File: config.mk
export PLATFORM = sky130hd
export DESIGN_NAME = gkwg_div
export DESIGN_NICKNAME = d
export VERILOG_FILES = /design/src/hw/rtl/gkwg_pkg.sv /design/src/hw/rtl/gkwg_div.sv
export SDC_FILE = /design/constraint.sdc
export NUM_CORES = 1
export LEC_CHECK = 0
export BUFFER_PORTS_ARGS = -buffer_cell sky130_fd_sc_hd__clkbuf_2
export CORE_UTILIZATION = 40
export CTS_CLUSTER_SIZE = 40
export DETAILED_ROUTE_END_ITERATION = 12
export MAX_ROUTING_LAYER = met4
export PLACE_DENSITY = 0.67
export SKIP_CTS_REPAIR_TIMING = 1
export SYNTH_ARGS = -nofsm -noshare
export SYNTH_HDL_FRONTEND = slang
export SYNTH_SLANG_ARGS = --single-unit
File: constraint.sdc
create_clock -name clock -period 3.1 [get_ports clock]
set_clock_uncertainty 0.2 [all_clocks]
set_input_delay 0.31 -clock clock [delete_from_list [all_inputs] [get_ports clock]]
set_output_delay 0.31 -clock clock [all_outputs]
set_load 0.03 [all_outputs]
File: src/hw/rtl/gkwg_pkg.sv
`default_nettype none
package gkwg_pkg;

   // Sizing defaults and fixed limits
   localparam int KERNEL_DEPTH_DEF = 1024;
   localparam int MAX_WINDOW_SIDE  = 8;

   // Configuration port
   localparam int CSR_IDX_W  = 2;
   localparam int CSR_DATA_W = 11;
   localparam int GRID_W     = 11;
   localparam int CW_W       = 10;
   localparam int NPTS_W     = 11;

   // Request and response field widths
   localparam int COORD_W  = 16;
   localparam int TIDX_W   = 10;
   localparam int TVAL_W   = 16;
   localparam int BOUND_W  = 10;
   localparam int SLOT_W   = 6;
   localparam int WEIGHT_W = 16;

   // Arithmetic unit widths
   localparam int RADICAND_W = 52;
   localparam int ROOT_W     = 26;
   localparam int NM1_W      = 12;
   localparam int DIVIDEND_W = ROOT_W + NM1_W;
   localparam int DIVISOR_W  = CW_W;
   localparam int QUOT_W     = DIVIDEND_W - DIVISOR_W;

   typedef enum logic [CSR_IDX_W-1:0] {
      CSR_GRID_SIZE     = 2'd0,
      CSR_CONV_WIDTH    = 2'd1,
      CSR_KERNEL_POINTS = 2'd2
   } csr_index_type;

   typedef enum logic {
      OP_LOAD = 1'b0,
      OP_GRID = 1'b1
   } opcode_type;

   typedef struct packed {
      opcode_type                 opcode;
      logic signed [COORD_W-1:0]  kx;
      logic signed [COORD_W-1:0]  ky;
      logic [TIDX_W-1:0]          table_index;
      logic [TVAL_W-1:0]          table_value;
   } req_type;

   typedef struct packed {
      logic [BOUND_W-1:0]  x_low;
      logic [BOUND_W-1:0]  x_high;
      logic [BOUND_W-1:0]  y_low;
      logic [BOUND_W-1:0]  y_high;
      logic [SLOT_W-1:0]   slot;
      logic [WEIGHT_W-1:0] weight;
      logic                window_empty;
      logic                last;
   } rsp_type;

   typedef struct packed {
      logic [BOUND_W-1:0] lo;
      logic [BOUND_W-1:0] hi;
      logic               empty;
   } axis_type;

endpackage
`default_nettype wire

File: src/hw/rtl/gkwg_div.sv
`default_nettype none
module gkwg_div (
   input  logic                               clock,
   input  logic                               reset,
   input  logic                               start,
   input  logic [gkwg_pkg::DIVIDEND_W-1:0]    dividend,
   input  logic [gkwg_pkg::DIVISOR_W-1:0]     divisor,
   output logic                               done,
   output logic [gkwg_pkg::QUOT_W-1:0]        quotient
);
   import gkwg_pkg::*;

   localparam int CNT_W = $clog2(QUOT_W);

   // The quotient is known to fit QUOT_W bits, so the top DIVISOR_W bits of
   // the dividend already form a partial remainder below the divisor.
   logic [DIVISOR_W-1:0] rem_ff, rem_in;
   logic [DIVISOR_W-1:0] dvs_ff, dvs_in;
   logic [QUOT_W-1:0]    low_ff, low_in;
   logic [CNT_W-1:0]     cnt_ff, cnt_in;
   logic                 busy_ff, busy_in;
   logic                 done_ff, done_in;
   logic [DIVISOR_W:0]   trial;
   logic                 ge;

   always_comb begin
      trial   = {rem_ff, low_ff[QUOT_W-1]};
      ge      = trial >= {1'b0, dvs_ff};
      rem_in  = rem_ff;
      dvs_in  = dvs_ff;
      low_in  = low_ff;
      cnt_in  = cnt_ff;
      busy_in = busy_ff;
      done_in = 1'b0;
      if (start) begin
         rem_in  = dividend[DIVIDEND_W-1 -: DIVISOR_W];
         low_in  = dividend[QUOT_W-1:0];
         dvs_in  = divisor;
         cnt_in  = CNT_W'(QUOT_W - 1);
         busy_in = 1'b1;
      end else if (busy_ff) begin
         rem_in = ge ? DIVISOR_W'(trial - {1'b0, dvs_ff}) : DIVISOR_W'(trial);
         low_in = {low_ff[QUOT_W-2:0], ge};
         if (cnt_ff == '0) begin
            busy_in = 1'b0;
            done_in = 1'b1;
         end else begin
            cnt_in = cnt_ff - 1'b1;
         end
      end
   end

   always_ff @(posedge clock) begin
      if (reset) begin
         busy_ff <= 1'b0;
         done_ff <= 1'b0;
         cnt_ff  <= '0;
      end else begin
         busy_ff <= busy_in;
         done_ff <= done_in;
         cnt_ff  <= cnt_in;
      end
   end

   always_ff @(posedge clock) begin
      rem_ff <= rem_in;
      dvs_ff <= dvs_in;
      low_ff <= low_in;
   end

   assign done     = done_ff;
   assign quotient = low_ff;

endmodule
`default_nettype wire

# After elaboration in Yosys (flattened, before gate mapping)
# Cells that the tools add are included.
# Widths: inputs -> output; s select.
totals:
  ram_bits: 0
  mem_count: 0
  word_cells: 31
  latchBits: 0
  output_inout_bits: 29
  mem_bits_ro: 0
  reg_bits: 55
  inputBits: 51
classes:
  n_reduce_logical: 6
  n_eq_ne: 1
  n_mul: 0
  n_addsub: 2
  n_bitwise: 2
  magnitude_cmp: 1
  shift: 0
  mux: 12
  div: 0
ops:
  columns: ["operator", "count"]
  rows:
  - ["$mux 28", 2]
  - ["$mux 10", 3]
  - ["$mux 5", 3]
  - ["$ge 11x10->1", 1]
  - ["$sub 10x10->10", 1]
  - ["$logic_not 5->1", 1]
  - ["$sub 5x1->5 const B", 1]
  - ["$mux 1", 4]
  - ["$reduce_and 2->1", 2]
  - ["$reduce_or 3->1", 1]
  - ["$ne 2x2->1 const B", 1]
  - ["$not 1->1", 2]
  - ["$reduce_bool 2->1", 1]
  - ["$reduce_or 2->1", 1]

# Logic depth before layout (Yosys ltp)
depth:
  depth_word: 4
  mapped_depth: 9
  mapped_depth_nobuf: 9

# Least setup slack after synthesis
# Ideal clock, no wire load.
synth_timing:
  path_type: "reg-to-reg"
  from: "register rem_ff[5]"
  to: "register rem_ff[8], data pin"
  t_required_ns: 2.630
  arrival_time_ns: 1.939
  period_less_slack_ns: 2.410
  setup_slack_ns: 0.690
  setup_time_ns: 0.270
  path_stages_with_launch: 9
  path_buffers: 1
  path_cell_list: "edfxtp_1 > ha_1 > a21o_1 > a211o_1 > o21ai_2 > a41o_4 > buf_12 > mux2i_1 > a21oi_1"
synth_between:
  elab_chain_cells: 4
  word_cells_on_any_way: 5
  classes_between: "1 x add/sub; 1 x order compare; 3 x mux"
synth_rtl:
  columns: ["item", "line", "source"]
  rows:
  - ["from (decl)", "gkwg_div.sv:17", "logic [DIVISOR_W-1:0] rem_ff, rem_in;"]
  - ["from (signal assigned)", "gkwg_div.sv:66", "rem_ff <= rem_in;"]
  - ["$sub 10x10->10 / $ge 11x10->1 (equally long branches)", "gkwg_div.sv:42, gkwg_div.sv:28", null]
  - ["$mux 10 *", "gkwg_div.sv:42", "rem_in = ge ? DIVISOR_W'(trial - {1'b0, dvs_ff}) : DIVISOR_W'(trial);"]
  - ["$mux 10 *", "gkwg_div.sv:41", "end else if (busy_ff) begin"]
  - ["$mux 10 *", "gkwg_div.sv:35", "if (start) begin"]
  - ["via rem_in[8]", "gkwg_div.sv:17", null]
# Mark *: on every way through the listed nets, which the timed path passes. The rest lies on a longest branch. The select of a mux whose other input is x is not followed.
# A chain may end at the register's enable or synchronous reset.

# Worst setup path after layout
layout_timing:
  from: "register rem_ff[5]"
  to: "register rem_ff[0], data pin"
layout_between:
  elab_chain_cells: 4
layout_rtl:
  columns: ["item", "line", "source"]
  rows:
  - ["$ge 11x10->1", "gkwg_div.sv:28", "ge = trial >= {1'b0, dvs_ff};"]
  - ["$mux 10", "gkwg_div.sv:42", null]
  - ["$mux 10", "gkwg_div.sv:41", null]
  - ["$mux 10", "gkwg_div.sv:35", null]
  - ["via rem_in[0]", "gkwg_div.sv:17", null]
# The timed path passes the listed nets, and every way through them passes these cells. The select of a mux whose other input is x is not followed.

==> run metrics <==
share of synthesized registers carrying an async set or reset=0%; core footprint=about 6500 sq um; # Max-Cap Violations=0; clock-pin transition on the worst setup and hold timing paths=0.11 ns; biggest fanout along the worst timing path=15; total clock buffers created by CTS=5; most common cell after layout, fill and taps aside=sky130_fd_sc_hd__clkbuf_2; aggregate routed wire length=~5700 um; fraction of final layout cells with drive strength greater than 1=approximately two fifths; synthesized instance count=214; ranking of synthesized cells by area=sky130_fd_sc_hd__edfxtp_1 (52%), sky130_fd_sc_hd__mux2_2 (12%), sky130_fd_sc_hd__dfxtp_1 (5.1%); overall track demand over capacity in global routing=17.5%; max-slew violation count=0; final cell utilization of the core=between 50% and 60%; power density over the cells=635 nW/um^2; Crit Path Category=register to register; top-area cell type share of the netlist area=52.5%; flops & latches, synth=between 50 and 60; total congestion overflow after global routing=0; ANT cells=0; Max Clk Rate=0.382 GHz; internal portion of total power=1470 uW; switching share of total power=32.5%; clock root cell=sky130_fd_sc_hd__clkbuf_8; fin crit period=~2.6 ns; Period Utilization, post-route=84.4%; CTS HTree Levels=2; combinational group share of total power=31.4%; run status=finished, violations left; pin count of the biggest net entering global routing=39; Mapped Area=2750 sq um; Slew Limit Headroom=38.3%; synthesized area divided by synthesized cell count=12.8 sq um; ANT nets after route=0; arrival time worst endpoint=around 2.5 ns; clock network fraction of total power=23.3%; Critical Path RT=2.98 ns; via count of the first global-routing pass=2023; CTS max path bufs=2; final instance area=roughly 3400 sq um; count of pins on the block boundary=80; number of buffers added on ports=79; number of warnings reported in the yosys synthesis log=0; antenna violations before repair=0; Post-synth EDFFs=48; floorplan die width=84.9 um; count of different cell masters after synthesis=34; Worst-Skew Late Latency=0.31 ns; last weighted congestion value of the routability-driven placer=0.825; Vias=~2000; primary flip-flop cell chosen by synthesis mapping=sky130_fd_sc_hd__edfxtp_1; leak pwr=0.00146 uW; unrepaired setup endpoints after global routing=no; pin slew with the least headroom to its limit=0.925 ns; number of fill cells=around 580; path class of the lowest-slack min-delay path=primary input to register; highest-count cells in the layout ignoring fill and taps=sky130_fd_sc_hd__clkbuf_2 (79), sky130_fd_sc_hd__edfxtp_1 (48), sky130_fd_sc_hd__mux2_2 (29), sky130_fd_sc_hd__inv_1 (15), sky130_fd_sc_hd__a21oi_1 (14); Post-Route Hold Slack=0.0614 ns; portion of total power attributed to sequential cells=45.3%; TNS Setup=0 ns; violations in the final reports=DRC; endpoint class of the critical path=register; effective utilization at floorplan=42.3%; syn_nets=about 280; TritonRoute pass-1 iters=8; kind of launch point of the worst setup path=register; Seq/Total Area, Yosys=57.6%; cell type with the largest total area after synthesis=sky130_fd_sc_hd__edfxtp_1; Remaining DRCs=3; Die Outline Area=7200 sq um; number of hold violations in the final report=0; switching power total=around 700 uW; highest ir drop seen on vdd=0.000295 V; final-stage net count=about 370; Die Height=84.9 um; CTS tree=yes; first-pass GRT wire length=9540 um; placed wire-length estimate=3920 um; synth-to-layout area growth=24.6%; placed inst area=approximately 3200 sq um; number of endpoints failing setup at the final stage=0; clock tree sinks=55; site row count=29; First DRT Iteration DRCs=115; detail-routed net length per standard cell=~15 um; drt via density=5.23
[metrics by stage]
step           power [uW]  setup slack, ns  instances
2_1_floorplan        1520            0.690        214
3_3_place_gp         1650            0.589        364
3_5_place_dp         1670            0.508        364
4_1_cts              2180            0.498        372
5_1_grt              2300            0.372        382
6_report             2170            0.482        382
[power groups by stage]
stage	clock network [uW]	logic (uW)	registers, uW
after global placement	0	651	999
final	506	683	985
after CTS	517	672	986
after global routing	537	764	1000
after detailed placement	0	666	1000
after floorplan	0	450	1070
[state kept, by name, indices dropped and copies added (netlist names)]
name and cells:
busy_ff 1, quotient 28, done 1, rem_ff 10, cnt_ff 5, dvs_ff 10
[worst max-delay path, stage by stage, from the launching register on]
cell                       delay (ns)
sky130_fd_sc_hd__edfxtp_1        0.41
sky130_fd_sc_hd__ha_1            0.40
sky130_fd_sc_hd__a21o_1          0.22
sky130_fd_sc_hd__a211o_1         0.28
sky130_fd_sc_hd__o21ai_2         0.15
sky130_fd_sc_hd__a41o_4          0.35
sky130_fd_sc_hd__mux2i_1         0.09
sky130_fd_sc_hd__mux2_2          0.27
[layer usage]
layer  vias up  routed length [um]  track usage [%]
li1        986                   -                -
met4         0                  51             4.16
met1       935                2670             22.8
met3         5                 349             4.47
met2        71                2610             27.7
met5         -                   0                -
[cells by family after synthesis]
kind of cell,synth area share [%]
AND/OR/NAND/NOR,7.29
buffers and inverters,3.60
multiplexers,13.0
adder cells (fa/ha/maj),5.74
flip-flops,57.6
AO/OA/AOI/OAI,9.97
XOR/XNOR,2.87
[synthesized netlist by cell type (4+ instances only)]
cell	n
sky130_fd_sc_hd__mux2_2	29
sky130_fd_sc_hd__nand2_1	9
sky130_fd_sc_hd__a21oi_1	14
sky130_fd_sc_hd__edfxtp_1	48
sky130_fd_sc_hd__nor3_1	5
sky130_fd_sc_hd__o21ai_0	6
sky130_fd_sc_hd__o211ai_1	4
sky130_fd_sc_hd__dfxtp_1	7
sky130_fd_sc_hd__xnor2_1	4
sky130_fd_sc_hd__nor2_1	13
sky130_fd_sc_hd__inv_1	15
sky130_fd_sc_hd__xor2_1	5
sky130_fd_sc_hd__ha_1	11
sky130_fd_sc_hd__nand3_1	6
[final cells by class]
class	count	area, sq um	share of cell area (%)
clock buffer	5	68.8	2.01
clock inverter	3	50.0	1.46
inverter	15	56.3	1.64
multi-input combinational	137	1070	31.2
sequential	55	1580	46.2
tap	77	96.3	2.81
timing repair buffer	90	503	14.7
[worst paths after layout]
path	cells past startpoint	start	endpoint	slack [ns]
setup / recovery	7	rem_ff[5]	rem_ff[0]	0.48
hold / removal	2	reset	cnt_ff[0]	0.06
setup reg to reg	7	rem_ff[5]	rem_ff[0]	0.48
hold reg to reg	1	cnt_ff[4]	done	0.29
Note: power is estimated with default switching activity, not from simulation.
