**src/hw/rtl/gkwg_pkg.sv**
```systemverilog
`default_nettype none
package gkwg_pkg;

   // Sizing defaults and fixed limits
   localparam int KERNEL_DEPTH_DEF = 1024;
   localparam int MAX_WINDOW_SIDE  = 8;

   // Configuration port
   localparam int CSR_IDX_W  = 2;
   localparam int CSR_DATA_W = 11;
   localparam int GRID_W     = 11;
   localparam int CW_W       = 10;
   localparam int NPTS_W     = 11;

   // Request and response field widths
   localparam int COORD_W  = 16;
   localparam int TIDX_W   = 10;
   localparam int TVAL_W   = 16;
   localparam int BOUND_W  = 10;
   localparam int SLOT_W   = 6;
   localparam int WEIGHT_W = 16;

   // Arithmetic unit widths
   localparam int RADICAND_W = 52;
   localparam int ROOT_W     = 26;
   localparam int NM1_W      = 12;
   localparam int DIVIDEND_W = ROOT_W + NM1_W;
   localparam int DIVISOR_W  = CW_W;
   localparam int QUOT_W     = DIVIDEND_W - DIVISOR_W;

   typedef enum logic [CSR_IDX_W-1:0] {
      CSR_GRID_SIZE     = 2'd0,
      CSR_CONV_WIDTH    = 2'd1,
      CSR_KERNEL_POINTS = 2'd2
   } csr_index_type;

   typedef enum logic {
      OP_LOAD = 1'b0,
      OP_GRID = 1'b1
   } opcode_type;

   typedef struct packed {
      opcode_type                 opcode;
      logic signed [COORD_W-1:0]  kx;
      logic signed [COORD_W-1:0]  ky;
      logic [TIDX_W-1:0]          table_index;
      logic [TVAL_W-1:0]          table_value;
   } req_type;

   typedef struct packed {
      logic [BOUND_W-1:0]  x_low;
      logic [BOUND_W-1:0]  x_high;
      logic [BOUND_W-1:0]  y_low;
      logic [BOUND_W-1:0]  y_high;
      logic [SLOT_W-1:0]   slot;
      logic [WEIGHT_W-1:0] weight;
      logic                window_empty;
      logic                last;
   } rsp_type;

   typedef struct packed {
      logic [BOUND_W-1:0] lo;
      logic [BOUND_W-1:0] hi;
      logic               empty;
   } axis_type;

endpackage
`default_nettype wire

```
**src/hw/rtl/gkwg_sqrt.sv**
```systemverilog
`default_nettype none
module gkwg_sqrt (
   input  logic                               clock,
   input  logic                               reset,
   input  logic                               start,
   input  logic [gkwg_pkg::RADICAND_W-1:0]    radicand,
   output logic                               done,
   output logic [gkwg_pkg::ROOT_W-1:0]        root
);
   import gkwg_pkg::*;

   localparam int CNT_W = $clog2(ROOT_W);
   localparam int REM_W = ROOT_W + 2;

   logic [RADICAND_W-1:0] val_ff, val_in;
   logic [REM_W-1:0]      rem_ff, rem_in;
   logic [ROOT_W-1:0]     root_ff, root_in;
   logic [CNT_W-1:0]      cnt_ff, cnt_in;
   logic                  busy_ff, busy_in;
   logic                  done_ff, done_in;
   logic [REM_W+1:0]      rem_sh;
   logic [REM_W+1:0]      trial;

   // One result bit per cycle, most significant first.
   always_comb begin
      rem_sh  = {rem_ff, val_ff[RADICAND_W-1 -: 2]};
      trial   = {2'b00, root_ff, 2'b01};
      val_in  = val_ff;
      rem_in  = rem_ff;
      root_in = root_ff;
      cnt_in  = cnt_ff;
      busy_in = busy_ff;
      done_in = 1'b0;
      if (start) begin
         val_in  = radicand;
         rem_in  = '0;
         root_in = '0;
         cnt_in  = CNT_W'(ROOT_W - 1);
         busy_in = 1'b1;
      end else if (busy_ff) begin
         val_in = val_ff << 2;
         if (rem_sh >= trial) begin
            rem_in  = REM_W'(rem_sh - trial);
            root_in = {root_ff[ROOT_W-2:0], 1'b1};
         end else begin
            rem_in  = REM_W'(rem_sh);
            root_in = {root_ff[ROOT_W-2:0], 1'b0};
         end
         if (cnt_ff == '0) begin
            busy_in = 1'b0;
            done_in = 1'b1;
         end else begin
            cnt_in = cnt_ff - 1'b1;
         end
      end
   end

   always_ff @(posedge clock) begin
      if (reset) begin
         busy_ff <= 1'b0;
         done_ff <= 1'b0;
         cnt_ff  <= '0;
      end else begin
         busy_ff <= busy_in;
         done_ff <= done_in;
         cnt_ff  <= cnt_in;
      end
   end

   always_ff @(posedge clock) begin
      val_ff  <= val_in;
      rem_ff  <= rem_in;
      root_ff <= root_in;
   end

   assign done = done_ff;
   assign root = root_ff;

endmodule
`default_nettype wire

```
**config.mk**
```make
export PLATFORM = sky130hd
export DESIGN_NAME = gkwg_sqrt
export DESIGN_NICKNAME = d
export VERILOG_FILES = /design/src/hw/rtl/gkwg_pkg.sv /design/src/hw/rtl/gkwg_sqrt.sv
export SDC_FILE = /design/constraint.sdc
export NUM_CORES = 1
export LEC_CHECK = 0
export BUFFER_PORTS_ARGS = -buffer_cell sky130_fd_sc_hd__buf_2
export CORE_MARGIN = 2
export CORE_UTILIZATION = 63
export CTS_CLUSTER_DIAMETER = 80
export DETAILED_ROUTE_END_ITERATION = 8
export HOLD_SLACK_MARGIN = 0.05
export PLACE_DENSITY_LB_ADDON = 0.3
export SLEW_MARGIN = 20
export SYNTH_ARGS = -nofsm -noshare
export SYNTH_HDL_FRONTEND = slang
export SYNTH_SLANG_ARGS = --single-unit
```
**constraint.sdc**
```tcl
create_clock -name clock -period 7.8 [get_ports clock]
set_input_delay 0.78 -clock clock [delete_from_list [all_inputs] [get_ports clock]]
set_output_delay 0.78 -clock clock [all_outputs]
set_load 0.01 [all_outputs]
```
# Yosys cells after proc, flatten, opt, wreduce, memory -nomap -nowiden
# Cells that the tools add are included.
# word_totals
reg_bits,113
inputBits,55
out_inout_bits,27
wordCells,30
# classes
addsub,2
magnitude_cmp,1
eq_ne,1
n_mux,11
n_bitwise,2
n_reduce_logical,6
# ops
cell,n
$mux W52,2
$ge A30 B28 Y1,1
$mux W28,1
$sub A28 B28 Y28,1
$mux W5,3
$logic_not A5 Y1,1
$mux W1,5
$sub A5 B1 Y5 const B,1
$reduce_and A2 Y1,2
$reduce_or A3 Y1,1
$ne A2 B2 Y1 const B,1
$not A1 Y1,2
$reduce_bool A2 Y1,1
$reduce_or A2 Y1,1

# Depth between registers and ports, before layout
# depth
word_depth,4
mapped_depth,14
ltp_nobuf,11

# Worst setup path before layout
# OpenSTA, ideal clock, no wires.
# synth_path
path_type,input to register
start,input port start
end,"register val_ff[0], enable pin"
setup_time_ns,0.406
arrival_ns,2.435
required_ns,7.394
slack_ns,4.959
path_stages,4
n_path_buf,2
cell_sequence,clkbuf_1 > clkbuf_1 > nor2_1 > inv_1
# synth_via
elab_chain_len,1
# synth_rtl
element,line_no,text
"start, declared",gkwg_sqrt.sv:5,"input logic start,"
$reduce_bool A2 Y1 (no source line),n/a,
"end signal, assigned",gkwg_sqrt.sv:71,val_ff <= val_in;
"end, declared",gkwg_sqrt.sv:15,"logic [RADICAND_W-1:0] val_ff, val_in;"
# No other way between the ends.
# A chain may end at the register's enable or synchronous reset.

# Final worst setup path
# layout_path
start,"register root_ff[11], in the netlist root[11]"
end,register rem_ff[26]
# layout_via
elab_chain_len,2
word_cells_on_any_way,3
cone_classes,1 x add/sub; 1 x order compare; 1 x mux
# layout_rtl
element,line_no,text
"start, declared",gkwg_sqrt.sv:17,"logic [ROOT_W-1:0] root_ff, root_in;"
"start signal, assigned",gkwg_sqrt.sv:73,root_ff <= root_in;
$sub A28 B28 Y28 / $ge A30 B28 Y1 (equally long branches),"gkwg_sqrt.sv:43, gkwg_sqrt.sv:42",
$mux W28 *,gkwg_sqrt.sv:42,if (rem_sh >= trial) begin
"end signal, assigned",gkwg_sqrt.sv:72,rem_ff <= rem_in;
"end, declared",gkwg_sqrt.sv:16,"logic [REM_W-1:0] rem_ff, rem_in;"
# Mark *: on every way between the ends. The rest lies on a longest branch, timed or not.

==> summary.txt <==
Setup path
  • Reg-to-Reg Start: root[11]
  • Worst EP required: 8.21 ns
  • Crit path max fanout: 25
  • Worst EP arrival: 3.63 ns
  • Worst R2R Path Depth: 10
  • CP cell instances: inv_1 -> ha_1 -> a21oi_1 -> o21ai_0 -> a221oi_1 -> nand3_1 -> a31oi_2 -> buf_4 -> nand2_1 -> a311oi_1
  • Crit path depth: 10
  • Worst R2R Setup Slack: 4.58 ns
  • CP endpoint kind: register
  • Critical Path Start: root[11]
  • CP peak stage delay: 0.50 ns
  • Critical path buffers and inverters: 2
  • Slowest stage cell, crit path: a31oi_2
  • Delay-heaviest family, CP: compound AO/OA/AOI/OAI gates
  • Reg2reg end: rem_ff[26]
  • CP Launch Type: register
  • Setup crit end: rem_ff[26]
  • Setup Crit Path Kind: reg2reg

Floorplanning
  • IO Pins: 82
  • Row cnt: 35
  • Die W: 103 um
  • Chip Height: 103 um
  • Initial Utilization: 0.655
  • Die ar.: 0.0105 sq mm
  • Core area: 0.00933 sq mm

Logic synthesis
  • Count of different cell masters after synthesis: 52
  • Synth Net Count: 698
  • Post-synth EDFFs: 52
  • Fraction of registers with async set/reset: 0
  • Post-Synthesis Cells: 613
  • Post-synthesis sequential area ratio: 0.455
  • Synth Flop Type: dfxtp_1
  • Syn Area/Cell: 9.97 sq um
  • Synth Register Bits: 113
  • Syn. warnings: 0
  • Netlist Area Pre-Place: 0.00611 sq mm

Finish
  • Most frequent cells in the layout: buf_2 (80), nor2_1 (69), dfxtp_1 (60)
  • ANT cells: 0
  • Layout cells sized above 1: 0.251
  • Register Area: 0.00278 sq mm
  • Area grow syn2layout: 16.1%
  • Cell area after layout: 0.00710 sq mm
  • Final net count: 769
  • Most common library cell in the layout ignoring fill and taps: buf_2
  • Fillers: 615
  • Finished Layout Cells: 826
  • Multi-input gate area: 0.00305 sq mm

Clock network
  • Post-CTS setup buffers: 0
  • Post_cts resized: 0
  • Number of buffers created by CTS: 17
  • CTS tree: done
  • Clock transition at path regs: 0.06 ns
  • H-tree Lvls: 4
  • Clock Sinks: 113
  • Post-cts hold buffer count: 0
  • Clock Latency Late Sink: 0.52 ns
  • Root Buffer: clkbuf_8
  • CTS max path bufs: 2

Drt
  • ANT nets after route: 0
  • Vias/cell: 5.91
  • Initial DRC count: 458
  • DR vias: 4879
  • DRC: 0
  • WL final: 13400 um
  • Drt wl/cell: 16.2 um
  • First drt pass iteration count: 5

Power and ir drop
  • Tot Pwr: 2.16 mW
  • Largest vdd supply drop: 0.175 mV
  • Pleak: 2.87 nW
  • Pwr/cell area: 304 mW/mm^2

STA
  • Crit path time final: 3.22 ns
  • Max Slew Vio Count: 0
  • Fin crit share: 0.412
  • Fmax: 311 MHz
  • Worst Clk Skew: 0.0102 ns
  • Setup TNS: 0 ns
  • Hold Fails Final Rpt: 0
  • Setup-failing EPs final: 0
  • Max-Slew Margin vs Limit: 0.295
  • Hold Slack: 0.505 ns
  • Unrepaired setup endpoints after global routing: no
  • Least-Margin Pin Slew: 1.06 ns

Global routing
  • Total gr overflow: 0
  • Pin count of the biggest net entering global routing: 75
  • Vias in the first global route: 4629
  • GRT Resource Usage Total: 0.267
  • Antenna violations before repair: 0
  • First-pass GRT wire length: 21900 um

Run
  • Max_cap viols: 0

Place
  • RD Place Congestion: 0.910
  • DP Cell Count: 794
  • DP Area: 0.00657 sq mm
  • IO Port Bufs: 81
  • Dpl hpwl: 8720 um

Hold path
  • Worst Hold Class: reg2reg

Status
  • Status: finished, final reports clean
-- tightest hold or removal path: stages (launching register included) --
cell and delay [ns]:
dfxtp_1 0.33, nand2_1 0.06, o21ai_0 0.07
-- worst min-delay path by stage --
stage / from / end / slack (ns) / cells past startpoint
final: rem_ff[0] / rem_ff[0] / 0.51 / 2
after global routing: reset / busy_ff / 0.51 / 2
after CTS: reset / busy_ff / 0.50 / 2
after detailed placement: rem_ff[27] / rem_ff[27] / 0.48 / 2
after global placement: rem_ff[27] / rem_ff[27] / 0.47 / 2
after floorplan: rem_ff[21] / rem_ff[21] / 0.45 / 2
-- sequential cells by signal (all words and copies together), names as in the netlist --
signal,cells
val_ff,52
cnt_ff,5
done,1
busy_ff,1
root,26
rem_ff,28
-- area by class of cell --
| cell class | count | share of cell area |
|---|---|---|
| inverters | 39 | 0.0206 |
| clock buffers | 17 | 0.0584 |
| clock inverters | 15 | 0.0155 |
| multi-input cells | 429 | 0.430 |
| well taps | 129 | 0.0227 |
| repair buffers | 84 | 0.0607 |
| flip-flops and latches | 113 | 0.392 |
-- routing by layer --
metal	global-route usage	vias to the layer above	wire, um	share of wire
met2	0.413	200	6310	0.47
li1	-	2357	-	-
met3	0.0766	36	956	0.071
met5	0	-	0	0
met4	0.113	0	329	0.025
met1	0.354	2286	5780	0.43
-- per-stage QoR --
stage,setup slack (ns),util
final,4.58,0.761
after floorplan,4.96,-
after global placement,4.70,0.704
after CTS,4.59,0.761
after global routing,4.23,0.761
after detailed placement,4.61,0.704
-- Yosys cell counts (all sizes together) (3+ instances only) --
| master | n | area share |
|---|---|---|
| nor2 | 69 | 0.042 |
| dfxtp | 61 | 0.20 |
| nand2 | 53 | 0.033 |
| edfxtp | 52 | 0.26 |
| mux2 | 50 | 0.092 |
| inv | 39 | 0.024 |
| a21oi | 38 | 0.031 |
| ha | 30 | 0.061 |
| mux2i | 26 | 0.043 |
| xnor2 | 21 | 0.030 |
| a311oi | 18 | 0.026 |
| buf | 17 | 0.014 |
| o21ai | 17 | 0.014 |
| clkbuf | 15 | 0.0092 |
| nand3 | 14 | 0.014 |
| a211oi | 8 | 0.0098 |
| nor3 | 8 | 0.0065 |
| a21o | 6 | 0.0074 |
| and2 | 6 | 0.0068 |
| o21a | 6 | 0.0074 |
| a31oi | 5 | 0.0051 |
| nor4 | 5 | 0.0061 |
| o211ai | 5 | 0.0061 |
| xor2 | 5 | 0.0072 |
| nand2b | 4 | 0.0041 |
| nand4 | 4 | 0.0041 |
| o21bai | 4 | 0.0049 |
| o31ai | 4 | 0.0049 |
| a221oi | 3 | 0.0043 |
-- cell families (layout without fill, tap and decap cells) --
| logic type | after synthesis | count (layout) | share of synthesized area |
|---|---|---|---|
| AND/OR/NAND/NOR | 170 | 170 | 0.125 |
| AO/OA/AOI/OAI | 127 | 127 | 0.140 |
| adder cells (fa/ha/maj) | 30 | 30 | 0.0614 |
| XOR/XNOR | 26 | 26 | 0.0372 |
| multiplexers | 76 | 76 | 0.135 |
| buffers and inverters | 71 | 155 | 0.0471 |
| flip-flops | 113 | 113 | 0.455 |
-- power breakdown --
group	total (mW)	switching (mW)	internal (mW)
Combinational	0.747	0.443	0.304
Clock	0.686	0.294	0.391
Sequential	0.726	0.0374	0.689
No activity file was read; power rests on OpenSTA's default activity.
